### config.mk
export PLATFORM = sky130hd
export DESIGN_NAME = serial_port_register_block_unit
export DESIGN_NICKNAME = d
export VERILOG_FILES = /design/src/hdl/spr_pkg.sv /design/src/hdl/spr_read_mux.sv /design/src/hdl/serial_port_register_block_unit.sv
export SDC_FILE = /design/constraint.sdc
export NUM_CORES = 1
export LEC_CHECK = 0
export BUFFER_PORTS_ARGS = -buffer_cell sky130_fd_sc_hd__clkbuf_2
export CAP_MARGIN = 20
export CORE_AREA = 4 4 121 123
export CTS_BUF_LIST = sky130_fd_sc_hd__clkbuf_16
export CTS_CLUSTER_SIZE = 12
export DETAILED_ROUTE_END_ITERATION = 12
export DIE_AREA = 0 0 125 127
export HOLD_SLACK_MARGIN = 0.12
export PLACE_DENSITY = 0.73
export SLEW_MARGIN = 10
export SYNTH_ARGS = -nofsm -noshare
export SYNTH_HDL_FRONTEND = slang
export SYNTH_SLANG_ARGS = --single-unit
### constraint.sdc
create_clock -name i_clk -period 4 [get_ports i_clk]
set_input_delay 0.4 -clock i_clk [delete_from_list [all_inputs] [get_ports i_clk]]
set_output_delay 0.4 -clock i_clk [all_outputs]
set_load 0.005 [all_outputs]
### src/hdl/spr_pkg.sv
// Shared types, codes and constants for the serial port register block.
// No dependencies; imported by spr_read_mux and serial_port_register_block_unit.
package spr_pkg;

    // Item operation codes
    typedef enum logic [1:0] {
        OP_READ  = 2'd0,
        OP_WRITE = 2'd1,
        OP_TICK  = 2'd2,
        OP_NONE  = 2'd3
    } t_op;

    // Register slot indexes
    typedef enum logic [2:0] {
        IDX_DATA_LO = 3'd0,
        IDX_DATA_HI = 3'd1,
        IDX_MULTI2  = 3'd2,
        IDX_MULTI3  = 3'd3,
        IDX_CTRL    = 3'd4,
        IDX_DATA8   = 3'd5,
        IDX_MODE    = 3'd6
    } t_reg_idx;

    localparam int unsigned NUM_REGS = 7;

    // Byte offsets of the serial registers
    localparam logic [9:0] OFF_DATA_LO = 10'h120;
    localparam logic [9:0] OFF_DATA_HI = 10'h122;
    localparam logic [9:0] OFF_MULTI2  = 10'h124;
    localparam logic [9:0] OFF_MULTI3  = 10'h126;
    localparam logic [9:0] OFF_CTRL    = 10'h128;
    localparam logic [9:0] OFF_DATA8   = 10'h12A;
    localparam logic [9:0] OFF_MODE    = 10'h134;

    // Control mode field, bits 13:12
    localparam logic [1:0] MODE_8BIT  = 2'd0;
    localparam logic [1:0] MODE_32BIT = 2'd1;
    localparam logic [1:0] MODE_UART  = 2'd3;

    // Control bits
    localparam int unsigned CTRL_INT_CLK = 0;
    localparam int unsigned CTRL_FAST    = 1;
    localparam int unsigned CTRL_SO_BIT  = 5;
    localparam int unsigned CTRL_START   = 7;
    localparam int unsigned CTRL_IRQ_EN  = 14;

    // Read patterns
    localparam logic [15:0] CTRL_READ_SET = 16'h4F8F;
    localparam logic [15:0] MODE_READ_GP  = 16'h81FF;
    localparam logic [15:0] MODE_READ_JB  = 16'hC1FC;
    localparam logic [15:0] MODE_READ_NRM = 16'h01F5;
    localparam logic [15:0] MODE_READ_OTH = 16'h01FF;

    // Countdown lengths: bits * per-bit length + start overhead
    localparam int unsigned CNT_W       = 12;
    localparam int unsigned BITS_8      = 8;
    localparam int unsigned BITS_32     = 32;
    localparam int unsigned PER_BIT_FST = 8;
    localparam int unsigned PER_BIT_SLW = 64;
    localparam int unsigned START_OVH   = 40;
    localparam logic [CNT_W-1:0] CNT_8_FAST  = CNT_W'(BITS_8 * PER_BIT_FST + START_OVH);
    localparam logic [CNT_W-1:0] CNT_8_SLOW  = CNT_W'(BITS_8 * PER_BIT_SLW + START_OVH);
    localparam logic [CNT_W-1:0] CNT_32_FAST = CNT_W'(BITS_32 * PER_BIT_FST + START_OVH);
    localparam logic [CNT_W-1:0] CNT_32_SLOW = CNT_W'(BITS_32 * PER_BIT_SLW + START_OVH);

    // Offset decode result
    typedef struct packed {
        logic     hit;
        t_reg_idx idx;
    } t_decode;

    function automatic t_decode decode_offset(input logic [9:0] off);
        t_decode d;
        d.hit = 1'b1;
        case (off)
            OFF_DATA_LO: d.idx = IDX_DATA_LO;
            OFF_DATA_HI: d.idx = IDX_DATA_HI;
            OFF_MULTI2:  d.idx = IDX_MULTI2;
            OFF_MULTI3:  d.idx = IDX_MULTI3;
            OFF_CTRL:    d.idx = IDX_CTRL;
            OFF_DATA8:   d.idx = IDX_DATA8;
            OFF_MODE:    d.idx = IDX_MODE;
            default: begin
                d.hit = 1'b0;
                d.idx = IDX_DATA_LO;
            end
        endcase
        return d;
    endfunction

endpackage

### src/hdl/spr_read_mux.sv
// Read value formatting for the serial registers: mode masks and forced patterns.
// Depends on spr_pkg.
module spr_read_mux
    import spr_pkg::*;
(
    input  t_reg_idx    i_idx,
    input  logic [15:0] i_value,
    input  logic [15:0] i_ctrl,
    output logic [15:0] o_data
);

    logic [1:0]  mode;
    logic [15:0] mode_bits;
    logic [1:0]  top;

    assign mode      = i_ctrl[13:12];
    assign mode_bits = {2'b00, mode, 12'h000};
    assign top       = i_value[15:14];

    // Per-register read view
    always_comb begin
        case (i_idx)
            IDX_DATA_LO, IDX_DATA_HI: begin
                o_data = (mode == MODE_32BIT) ? i_value : 16'h0000;
            end
            IDX_MULTI2, IDX_MULTI3: begin
                o_data = 16'h0000;
            end
            IDX_CTRL: begin
                o_data = CTRL_READ_SET | mode_bits;
                if (mode == MODE_UART) begin
                    o_data[CTRL_SO_BIT] = i_value[CTRL_SO_BIT];
                end
            end
            IDX_DATA8: begin
                o_data = (mode == MODE_UART) ? 16'h0000 : i_value;
            end
            default: begin
                if (top == 2'b10) begin
                    o_data = MODE_READ_GP;
                end else if (top == 2'b11) begin
                    o_data = MODE_READ_JB;
                end else if (mode == MODE_8BIT || mode == MODE_32BIT) begin
                    o_data = MODE_READ_NRM;
                end else begin
                    o_data = MODE_READ_OTH;
                end
            end
        endcase
    end

endmodule

### src/hdl/serial_port_register_block_unit.sv
// Serial port register block: seven halfword registers and a transfer countdown.
// Depends on spr_pkg and spr_read_mux.
//
// Usage
//   Input channel (i_valid / o_stall) carries one item per transfer: a halfword
//   read, a halfword write, or a time tick with an elapsed cycle count.
//   Output channel (o_valid / i_stall) returns exactly one result per item, in
//   order: read data, hit flag, serial interrupt pulse and busy flag.
//   Each item's result is registered: decode, state update and read formatting
//   settle while the item sits in the input register, and the result register
//   loads when the output stage advances. The result transfers at the earliest
//   on the edge after that.
//   Throughput is one item per cycle without receiver stalls, set by the single
//   register-to-register pass that updates the register file and countdown.
//   When the receiver stalls, the result register holds and the input register
//   may still take one more item; o_stall rises only when both are full.
//   Synchronous active-low reset clears all seven registers, the transfer
//   flag and the countdown, and empties both stages.
//   Odd or unknown offsets return hit low and zero data and store nothing.
//   A control write arms or cancels the countdown; ticks count it down and
//   pulse the interrupt on completion when enabled.
module serial_port_register_block_unit
    import spr_pkg::*;
(
    input  logic        i_clk,
    input  logic        i_rst_n,
    // input channel
    input  logic        i_valid,
    output logic        o_stall,
    input  logic [1:0]  i_opcode,
    input  logic [9:0]  i_io_offset,
    input  logic [15:0] i_write_data,
    input  logic [15:0] i_tick_cycles,
    // output channel
    output logic        o_valid,
    input  logic        i_stall,
    output logic [15:0] o_read_data,
    output logic        o_hit,
    output logic        o_serial_irq,
    output logic        o_transfer_busy
);

    // Input register
    logic        r_in_valid;
    t_op         r_op;
    logic [9:0]  r_off;
    logic [15:0] r_wdata;
    logic [15:0] r_cyc;

    // Block state
    logic [15:0]      r_regs [NUM_REGS];
    logic [15:0]      n_regs [NUM_REGS];
    logic             r_active, n_active;
    logic [CNT_W-1:0] r_cycles, n_cycles;

    // Result register
    logic        r_out_valid;
    logic [15:0] r_rdata, n_rdata;
    logic        r_hit, n_hit;
    logic        r_irq, n_irq;
    logic        r_busy;

    logic        advance;
    logic        in_take;
    t_decode     dec;
    logic [15:0] rd_fmt;
    logic [15:0] ctrl;
    logic [1:0]  wr_mode;

    assign advance = !r_out_valid || !i_stall;
    assign o_stall = r_in_valid && !advance;
    assign in_take = i_valid && !o_stall;

    assign dec  = decode_offset(r_off);
    assign ctrl = r_regs[IDX_CTRL];

    spr_read_mux u_read_mux (
        .i_idx   (dec.idx),
        .i_value (r_regs[dec.idx]),
        .i_ctrl  (ctrl),
        .o_data  (rd_fmt)
    );

    assign wr_mode = r_wdata[13:12];

    // Next state and result for the item in the input register
    always_comb begin
        n_regs   = r_regs;
        n_active = r_active;
        n_cycles = r_cycles;
        n_rdata  = 16'h0000;
        n_hit    = 1'b0;
        n_irq    = 1'b0;
        case (r_op)
            OP_READ: begin
                if (dec.hit) begin
                    n_hit   = 1'b1;
                    n_rdata = rd_fmt;
                end
            end
            OP_WRITE: begin
                if (dec.hit) begin
                    n_hit           = 1'b1;
                    n_regs[dec.idx] = r_wdata;
                    if (dec.idx == IDX_CTRL) begin
                        // control write re-arms or cancels the countdown
                        n_active = 1'b0;
                        n_cycles = '0;
                        if (r_wdata[CTRL_START] && r_wdata[CTRL_INT_CLK]) begin
                            if (wr_mode == MODE_8BIT) begin
                                n_active = 1'b1;
                                n_cycles = r_wdata[CTRL_FAST] ? CNT_8_FAST : CNT_8_SLOW;
                            end else if (wr_mode == MODE_32BIT) begin
                                n_active = 1'b1;
                                n_cycles = r_wdata[CTRL_FAST] ? CNT_32_FAST : CNT_32_SLOW;
                            end
                        end
                    end
                end
            end
            OP_TICK: begin
                if (r_active && r_cyc != 16'h0000) begin
                    if (r_cyc < {{(16-CNT_W){1'b0}}, r_cycles}) begin
                        n_cycles = r_cycles - r_cyc[CNT_W-1:0];
                    end else begin
                        n_active = 1'b0;
                        n_cycles = '0;
                        n_irq    = ctrl[CTRL_IRQ_EN];
                    end
                end
            end
            default: begin
            end
        endcase
    end

    // Control state
    always_ff @(posedge i_clk) begin
        if (!i_rst_n) begin
            r_in_valid  <= 1'b0;
            r_out_valid <= 1'b0;
            r_active    <= 1'b0;
            r_cycles    <= '0;
            for (int i = 0; i < NUM_REGS; i++) begin
                r_regs[i] <= 16'h0000;
            end
        end else begin
            if (in_take) begin
                r_in_valid <= 1'b1;
            end else if (advance) begin
                r_in_valid <= 1'b0;
            end
            if (advance) begin
                r_out_valid <= r_in_valid;
                if (r_in_valid) begin
                    r_regs   <= n_regs;
                    r_active <= n_active;
                    r_cycles <= n_cycles;
                end
            end
        end
    end

    // Payload registers
    always_ff @(posedge i_clk) begin
        if (in_take) begin
            r_op    <= t_op'(i_opcode);
            r_off   <= i_io_offset;
            r_wdata <= i_write_data;
            r_cyc   <= i_tick_cycles;
        end
        if (advance && r_in_valid) begin
            r_rdata <= n_rdata;
            r_hit   <= n_hit;
            r_irq   <= n_irq;
            r_busy  <= n_active;
        end
    end

    assign o_valid         = r_out_valid;
    assign o_read_data     = r_rdata;
    assign o_hit           = r_hit;
    assign o_serial_irq    = r_irq;
    assign o_transfer_busy = r_busy;

endmodule
==> metrics.md, run 1 <==
| Metric | Value |
|---|---|
| Clock Tree Root | `clkbuf_16` |
| Largest net degree at the start of global routing | `between 70 and 80` |
| Comb power frac | `4.7%` |
| Final Cell Area | `0.00833 mm2` |
| Synthesized area per cell | `9.49 um2` |
| Io pins | `69` |
| Site row count | `between 40 and 50` |
| Yosys reg bits | `146` |
| DR vias/cell | `5.82` |
| RSZ-0062 raised after global routing | `no` |
| WL per Instance | `between 15 and 20 um` |
| F_max | `322 MHz` |
| Sequential power share | `between 40% and 50%` |
| Worst hold path type | `in2reg` |
| Cells after synthesis | `between 700 and 800` |
| Tcrit/Tclk final | `77.5%` |
| Kind of critical path | `reg2reg` |
| Core ar. | `0.0137 mm2` |
| # H-tree levels | `4` |
| Slew HR | `44.3%` |
| Total wire length | `roughly 18000 um` |
| First-pass GRT wire length | `approximately 29000 um` |
| Post-route setup TNS | `0 ns` |
| Nets | `884` |
| Post-synthesis sequential area ratio | `48.8%` |
| Antenna Violating Nets Remaining | `0` |
| GP Congestion | `approximately 0.9` |
| Leak Pwr | `0.00302 uW` |
| Hold_ws | `0.145 ns` |
| Total number of yosys warnings | `0` |
| Layout cells sized above 1 | `17.2%` |
| Remaining DRCs | `0` |
| CP required | `4.28 ns` |
| Max Cap Viol | `0` |
| Final setup viols | `0` |
| IO buf count | `roughly 70` |
| Hold_buf cts | `0` |
| Clock power frac | `around half` |
| First drt pass iteration count | `6` |
| Clock sink count | `146` |
| Skew-Pair Late Insertion Delay | `roughly 0.43 ns` |
| Synth-to-Final Area Change | `14.4%` |
| CP Capture Type | `flip-flop` |
| Die area | `0.0159 mm2` |
| Clk slew on worst S/H paths | `0.06 ns` |
| Status | `finished clean` |
| Cell variety after synth | `72` |
| Synth Net Count | `between 800 and 900` |
| Number of global-route vias before repair | `5549` |
| Post-CTS sizing | `0` |
| Worst-case clock skew | `0.00927 ns` |
| Post-synth top area cell | `edfxtp_1` |
| Die Wd | `125 um` |
| Total track usage | `22.5%` |
| Number of synthesized flops with an enable pin | `63` |
| Tmin final | `3.10 ns` |
| Worst EP arrival | `3.38 ns` |
| Post-CTS setup buffers | `0` |
| Switching share of power | `20.9%` |
| CP Max Fanout | `12` |
| Final core utilization | `61.0%` |
| Initial Utilization | `~53%` |
| Iteration-0 DRC count of the detailed router | `631` |
| Initial antenna violation count | `0` |
| Dpl cells | `between 900 and 1000` |
| VDD IR max | `0.290 mV` |
| Most used DFF post-synth | `dfxtp_1` |
| Vert. Die Dim | `between 100 and 150 um` |
| Antenna diodes | `0` |
| Max-slew violation count | `0` |
| Measured slew at the worst slew-check pin | `about 0.83 ns` |
| Inserted Clock Buffers | `17` |
| Power Internal | `2840 uW` |
| Ys async rst share | `0%` |
| Synthesized area | `0.00728 mm2` |
| Synth top area cells | `edfxtp_1 26%, dfxtp_1 23%, nand2_1 9.0%, a21boi_0 5.2%, ha_1 4.5%` |
| Gr ovfl total | `0` |
| Psw | `751 uW` |
| Dpl cell area | `0.00764 mm2` |
| Pwr dens | `431 mW/mm2` |
| Worst-case clock buffer depth | `2` |
| Final cell count without fillers | `1002` |
| CP Launch Type | `flip-flop` |
| Fin. Hold Viols | `0` |
| Final HPWL DP | `12300 um` |
| CTS tree | `built` |
| Vias | `5827` |
| Yosys top cell area share | `approximately a quarter` |
==> worst paths after layout <==
path	startpoint	to	slack [ns]	depth (start not counted)
worst max-delay path	r_off[7]$_DFFE_PP_	o_read_data[1]$_SDFFCE_PN0P_	0.90	7
worst min-delay path	i_tick_cycles[3]	r_cyc[3]$_DFFE_PP_	0.14	1
worst max register to register	r_off[7]$_DFFE_PP_	o_read_data[1]$_SDFFCE_PN0P_	0.90	7
worst min register to register	r_regs[63]$_SDFFE_PN0P_	r_regs[63]$_SDFFE_PN0P_	0.45	2
==> per-layer routing <==
layer  wire [um]  GRT usage (%)  vias to the layer above
met5           0              0                        -
met4         374           8.67                        0
met3        1490           5.10                       35
met2        7980           35.4                      274
met1        7840           30.5                     2745
li1            -              -                     2773
==> state kept, by name (all words and copies together), names as in the netlist, 2 cells and up <==
| signal | count |
|---|---|
| r_op | 2 |
| r_regs | 63 |
| ctrl | 5 |
| o_read_data | 16 |
| r_off | 10 |
| r_wdata | 16 |
| r_cycles | 12 |
| r_cyc | 16 |
==> layout make-up <==
cell class	instances	area, um2
flip-flops and latches	146	3550
fillers	1152	5340
repair buffers	75	393
clock inverters	10	136
inverters	29	109
clock buffers	22	551
multi-input cells	540	3360
well taps	180	225
==> through the flow <==
step | setup slack, ns | total power [uW]
final | 0.899 | 3590
after global routing | 0.648 | 3690
after floorplan | 0.957 | 1760
after detailed placement | 0.987 | 1830
after global placement | 1.11 | 1820
after CTS | 0.961 | 3600
==> kinds of logic after synthesis <==
group	synth area share, %
and+or+nand+nor	19.8
AOI/OAI and AO/OA	17.7
DFF	48.8
buffers and inverters	5.10
adders and majority gates	4.74
muxes	3.16
xor gates and xnor gates	0.722
==> worst max-delay path, stage by stage, from the launching register on <==
cell and delay [ns]:
edfxtp_1 0.37, nor3b_2 0.69, nand2_1 0.30, nor2_1 0.48
mux2_2 0.41, a21oi_2 0.26, mux2_4 0.34, o21ai_2 0.10
==> synthesized netlist by cell type (all sizes together), types with 5 or more instances <==
master / instances
ha: 26
or4: 5
clkbuf: 29
a221oi: 6
nor3: 5
nand4: 7
edfxtp: 63
buf: 23
o21a: 7
inv: 29
mux2: 7
nor2: 42
dfxtp: 83
nand3: 20
mux2i: 14
o21ai: 32
a211oi: 6
nand2b: 5
nand2: 177
a21boi: 67
nor2b: 16
a21oi: 34
==> power groups by stage <==
stage          Clock (uW)  Sequential, uW  Combinational [uW]
5_1_grt              1870            1640                 186
3_3_place_gp            0            1660                 160
3_5_place_dp            0            1660                 166
4_1_cts              1800            1630                 167
2_1_floorplan           0            1650                 112
6_report             1790            1630                 168
==> placed cells by master, fill, tap and decap left out, drive strengths merged, types with 3 or more instances in the layout <==
master	n
o211ai	4
clkinv	4
a31oi	3
ha	26
or4	5
inv	31
nand2	177
mux2	7
nand4	7
a221oi	6
mux2i	14
and3	4
bufinv	3
dfxtp	83
or2	3
nand3b	4
nor2b	16
nor2	42
nand3	20
nand2b	5
a21boi	67
a21o	3
o21ai	32
o221ai	3
o21a	7
buf	7
a2111oi	3
edfxtp	63
clkbuf	90
or3	3
a32oi	3
a21oi	34
nor3b	4
nor3	5
xnor2	4
a211oi	6
(Power assumes the default switching activity.)
==> inputs of run 2 (changes only) <==
--- a/config.mk
+++ b/config.mk
@@ -7,13 +7,13 @@
 export LEC_CHECK = 0
 export BUFFER_PORTS_ARGS = -buffer_cell sky130_fd_sc_hd__clkbuf_2
 export CAP_MARGIN = 20
-export CORE_AREA = 4 4 121 123
+export CORE_AREA = 4 4 123 125
 export CTS_BUF_LIST = sky130_fd_sc_hd__clkbuf_16
 export CTS_CLUSTER_SIZE = 12
 export DETAILED_ROUTE_END_ITERATION = 12
-export DIE_AREA = 0 0 125 127
+export DIE_AREA = 0 0 127 129
 export HOLD_SLACK_MARGIN = 0.12
-export PLACE_DENSITY = 0.73
+export PLACE_DENSITY = 0.74
 export SLEW_MARGIN = 10
 export SYNTH_ARGS = -nofsm -noshare
 export SYNTH_HDL_FRONTEND = slang
==> constraint.sdc (replaced) <==
create_clock -name i_clk -period 2.6 [get_ports i_clk]
set_input_delay 0.26 -clock i_clk [delete_from_list [all_inputs] [get_ports i_clk]]
set_output_delay 0.26 -clock i_clk [all_outputs]
set_load 0.005 [all_outputs]
==> run 2 against run 1 <==
  * Worst setup slack got worse by 0.74 ns
  * Critical path depth unchanged
  * Largest cell class unchanged
  * Die area up 3.2%
  * First-iteration DRC count decreased by 16%
  * Global-route usage down 0.056 points
  * Register-to-register slack lost 0.74 ns
==> metrics.md, run 2 (same netlist as run 1, synthesis figures left out) <==
| Metric | Value |
|---|---|
| Largest net degree at the start of global routing | `46 (-40%)` |
| Antenna diodes | `0 (unchanged)` |
| RSZ-0062 raised after global routing | `no` |
| Worst hold path type | `in2reg` |
| F_max | `410 MHz (+27%)` |
| CTS tree | `built` |
| Measured slew at the worst slew-check pin | `0.859 ns (+0.0242 ns)` |
| Worst EP arrival | `2.72 ns (-0.66 ns)` |
| Reg2reg end | `o_read_data[1]$_SDFFCE_PN0P_` |
| Antenna Violating Nets Remaining | `0 (unchanged)` |
| Kind of critical path | `reg2reg` |
| Vias | `5875 (+0.82%)` |
| Iteration-0 DRC count of the detailed router | `530 (-16%)` |
| Initial antenna violation count | `0 (unchanged)` |
| Reg2reg setup slack | `0.16 ns (-0.74 ns)` |
| Design Power | `5160 uW (+44%)` |
| Clk slew on worst S/H paths | `0.06 ns (about the same)` |
| WL per Instance | `16.7 um (-5.5%)` |
| Commonest non-fill, non-tap cells in the layout | `175 x nand2_1, 83 x dfxtp_1, 68 x clkbuf_2, 63 x edfxtp_1, 50 x a21boi_0` |
| Final HPWL DP | `12200 um (-0.73%)` |
| Final core utilization | `63.3% (+2.4 points)` |
| Core ar. | `0.0139 mm2 (+1.6%)` |
| Reg2Reg Depth | `7 (unchanged)` |
| CP required | `2.88 ns (-1.40 ns)` |
| Total track usage | `22.4% (-0.056 points)` |
| Clock sink count | `146 (unchanged)` |
| Reg with most FFs | `r_regs` |
| FILL cells | `1147 (-0.43%)` |
| Origin of the critical flop-to-flop path | `r_off[3]$_DFFE_PP_` |
| CP Launch Type | `flip-flop` |
| Final cell count without fillers | `1059 (+5.7%)` |
| Final setup viols | `0 (unchanged)` |
| Total wire length | `17700 um (-0.15%)` |
| VDD IR max | `0.500 mV (+72%)` |
| Pwr dens | `587 mW/mm2 (+36%)` |
| Dpl cells | `982 (+1.2%)` |
| IO buf count | `68 (unchanged)` |
| First-pass GRT wire length | `29000 um (+1.6%)` |
| Vert. Die Dim | `129 um (+1.6%)` |
| Synth-to-Final Area Change | `20.8%` |
| Skew-Pair Late Insertion Delay | `0.42 ns (about the same)` |
| CP Capture Type | `flip-flop` |
| Io pins | `69 (unchanged)` |
| Leak Pwr | `0.00321 uW (+6.3%)` |
| Max-slew violation count | `0 (unchanged)` |
| Tmin final | `2.44 ns (-0.661 ns)` |
| Die Wd | `127 um (+1.6%)` |
| Layout cells sized above 1 | `18.0% (+0.82 points)` |
| Crit path to | `o_read_data[1]$_SDFFCE_PN0P_` |
| Max Cap Viol | `0 (unchanged)` |
| Gr ovfl total | `0 (unchanged)` |
| Max reg flops | `63 (unchanged)` |
| CP Max Fanout | `10 (-2)` |
| Tcrit/Tclk final | `93.9% (+16 points)` |
| # H-tree levels | `4 (unchanged)` |
| Initial Utilization | `52.5% (-0.83 points)` |
| Worst-case clock skew | `0.0125 ns (+0.00325 ns)` |
| Fin. Hold Viols | `0 (unchanged)` |
| Number of global-route vias before repair | `5752 (+3.7%)` |
| First drt pass iteration count | `5 (-1)` |
| Die area | `0.0164 mm2 (+3.2%)` |
| GP Congestion | `0.906 (-0.91%)` |
| Multi-input logic area | `0.00339 mm2 (+0.86%)` |
| Worst-case clock buffer depth | `2 (unchanged)` |
| Site row count | `43 (unchanged)` |
| Status | `finished clean` |
| CP Launch Point | `r_off[3]$_DFFE_PP_` |
| DR vias/cell | `5.55 (-4.6%)` |
| Nets | `941 (+6.4%)` |
| Remaining DRCs | `0 (unchanged)` |
| Hold Path Depth | `3 (+2)` |
| Register area | `0.00355 mm2 (unchanged)` |
| Inserted Clock Buffers | `17 (unchanged)` |
| Post-route setup TNS | `0 ns (unchanged)` |
| Post-CTS setup buffers | `0 (unchanged)` |
| Commonest non-fill, non-tap cell in the layout | `nand2_1` |
| Clock Tree Root | `clkbuf_16` |
| Slew HR | `42.8% (-1.5 points)` |
-- run 2: what timing repair did --
action                     4_1_cts  5_1_grt
hold buffers                    45        0
resized for setup                0       11
hold endpoints to repair        45        0
setup endpoints to repair        0       15
-- run 2: report_power, final --
group          internal [uW]  switching, uW
Sequential              2460           51.6
Clock                   1400            936
Combinational            163            158
-- run 2: layout make-up --
cell class | instances | share of cell area [%]
Clock buffer | 17 | 4.84
Clock inverter | 15 | 1.61
Inverter | 29 | 1.24
Multi-Input combinational cell | 540 | 38.6
Sequential cell | 146 | 40.4
Tap cell | 180 | 2.56
Timing Repair Buffer | 132 | 10.8
-- run 2: per-stage QoR --
| step | hold slack (ns) | setup WS (ns) | cell area (um2) |
|---|---|---|---|
| floorplan | 0.359 | 0.280 | 7280 |
| global placement | 0.437 | 0.0572 | 7750 |
| detailed placement | 0.439 | 0.0604 | 7750 |
| CTS | 0.147 | 0.0461 | 8760 |
| global route | 0.156 | 0.000254 | 8790 |
| finish | 0.165 | 0.160 | 8790 |
-- run 2: layer usage --
metal | routed length (um) | part of all wire (%) | track usage (%) | up-vias
li1 | - | - | - | 2877
met1 | 8250 | 47 | 31.2 | 2745
met2 | 7910 | 45 | 34.3 | 226
met3 | 1170 | 6.6 | 5.31 | 27
met4 | 336 | 1.9 | 8.20 | 0
met5 | 0 | 0 | 0 | -
-- run 2: how the worst min path moves through the flow --
stage                                 from                   end
after floorplan           i_tick_cycles[0]    r_cyc[0]$_DFFE_PP_
after global placement    i_tick_cycles[7]    r_cyc[7]$_DFFE_PP_
after detailed placement  i_tick_cycles[9]    r_cyc[9]$_DFFE_PP_
after CTS                          i_stall  o_valid$_SDFFE_PN0N_
after global routing               i_stall  o_valid$_SDFFE_PN0N_
final                              i_stall  o_valid$_SDFFE_PN0N_
-- run 2: worst max-delay path: stages, from the launching register on --
cell and delay (ns):
edfxtp_1 0.52, a21oi_2 0.30, nand4_4 0.28, mux2i_1 0.19
mux2_2 0.30, a21oi_2 0.28, mux2_4 0.34, o21ai_2 0.11
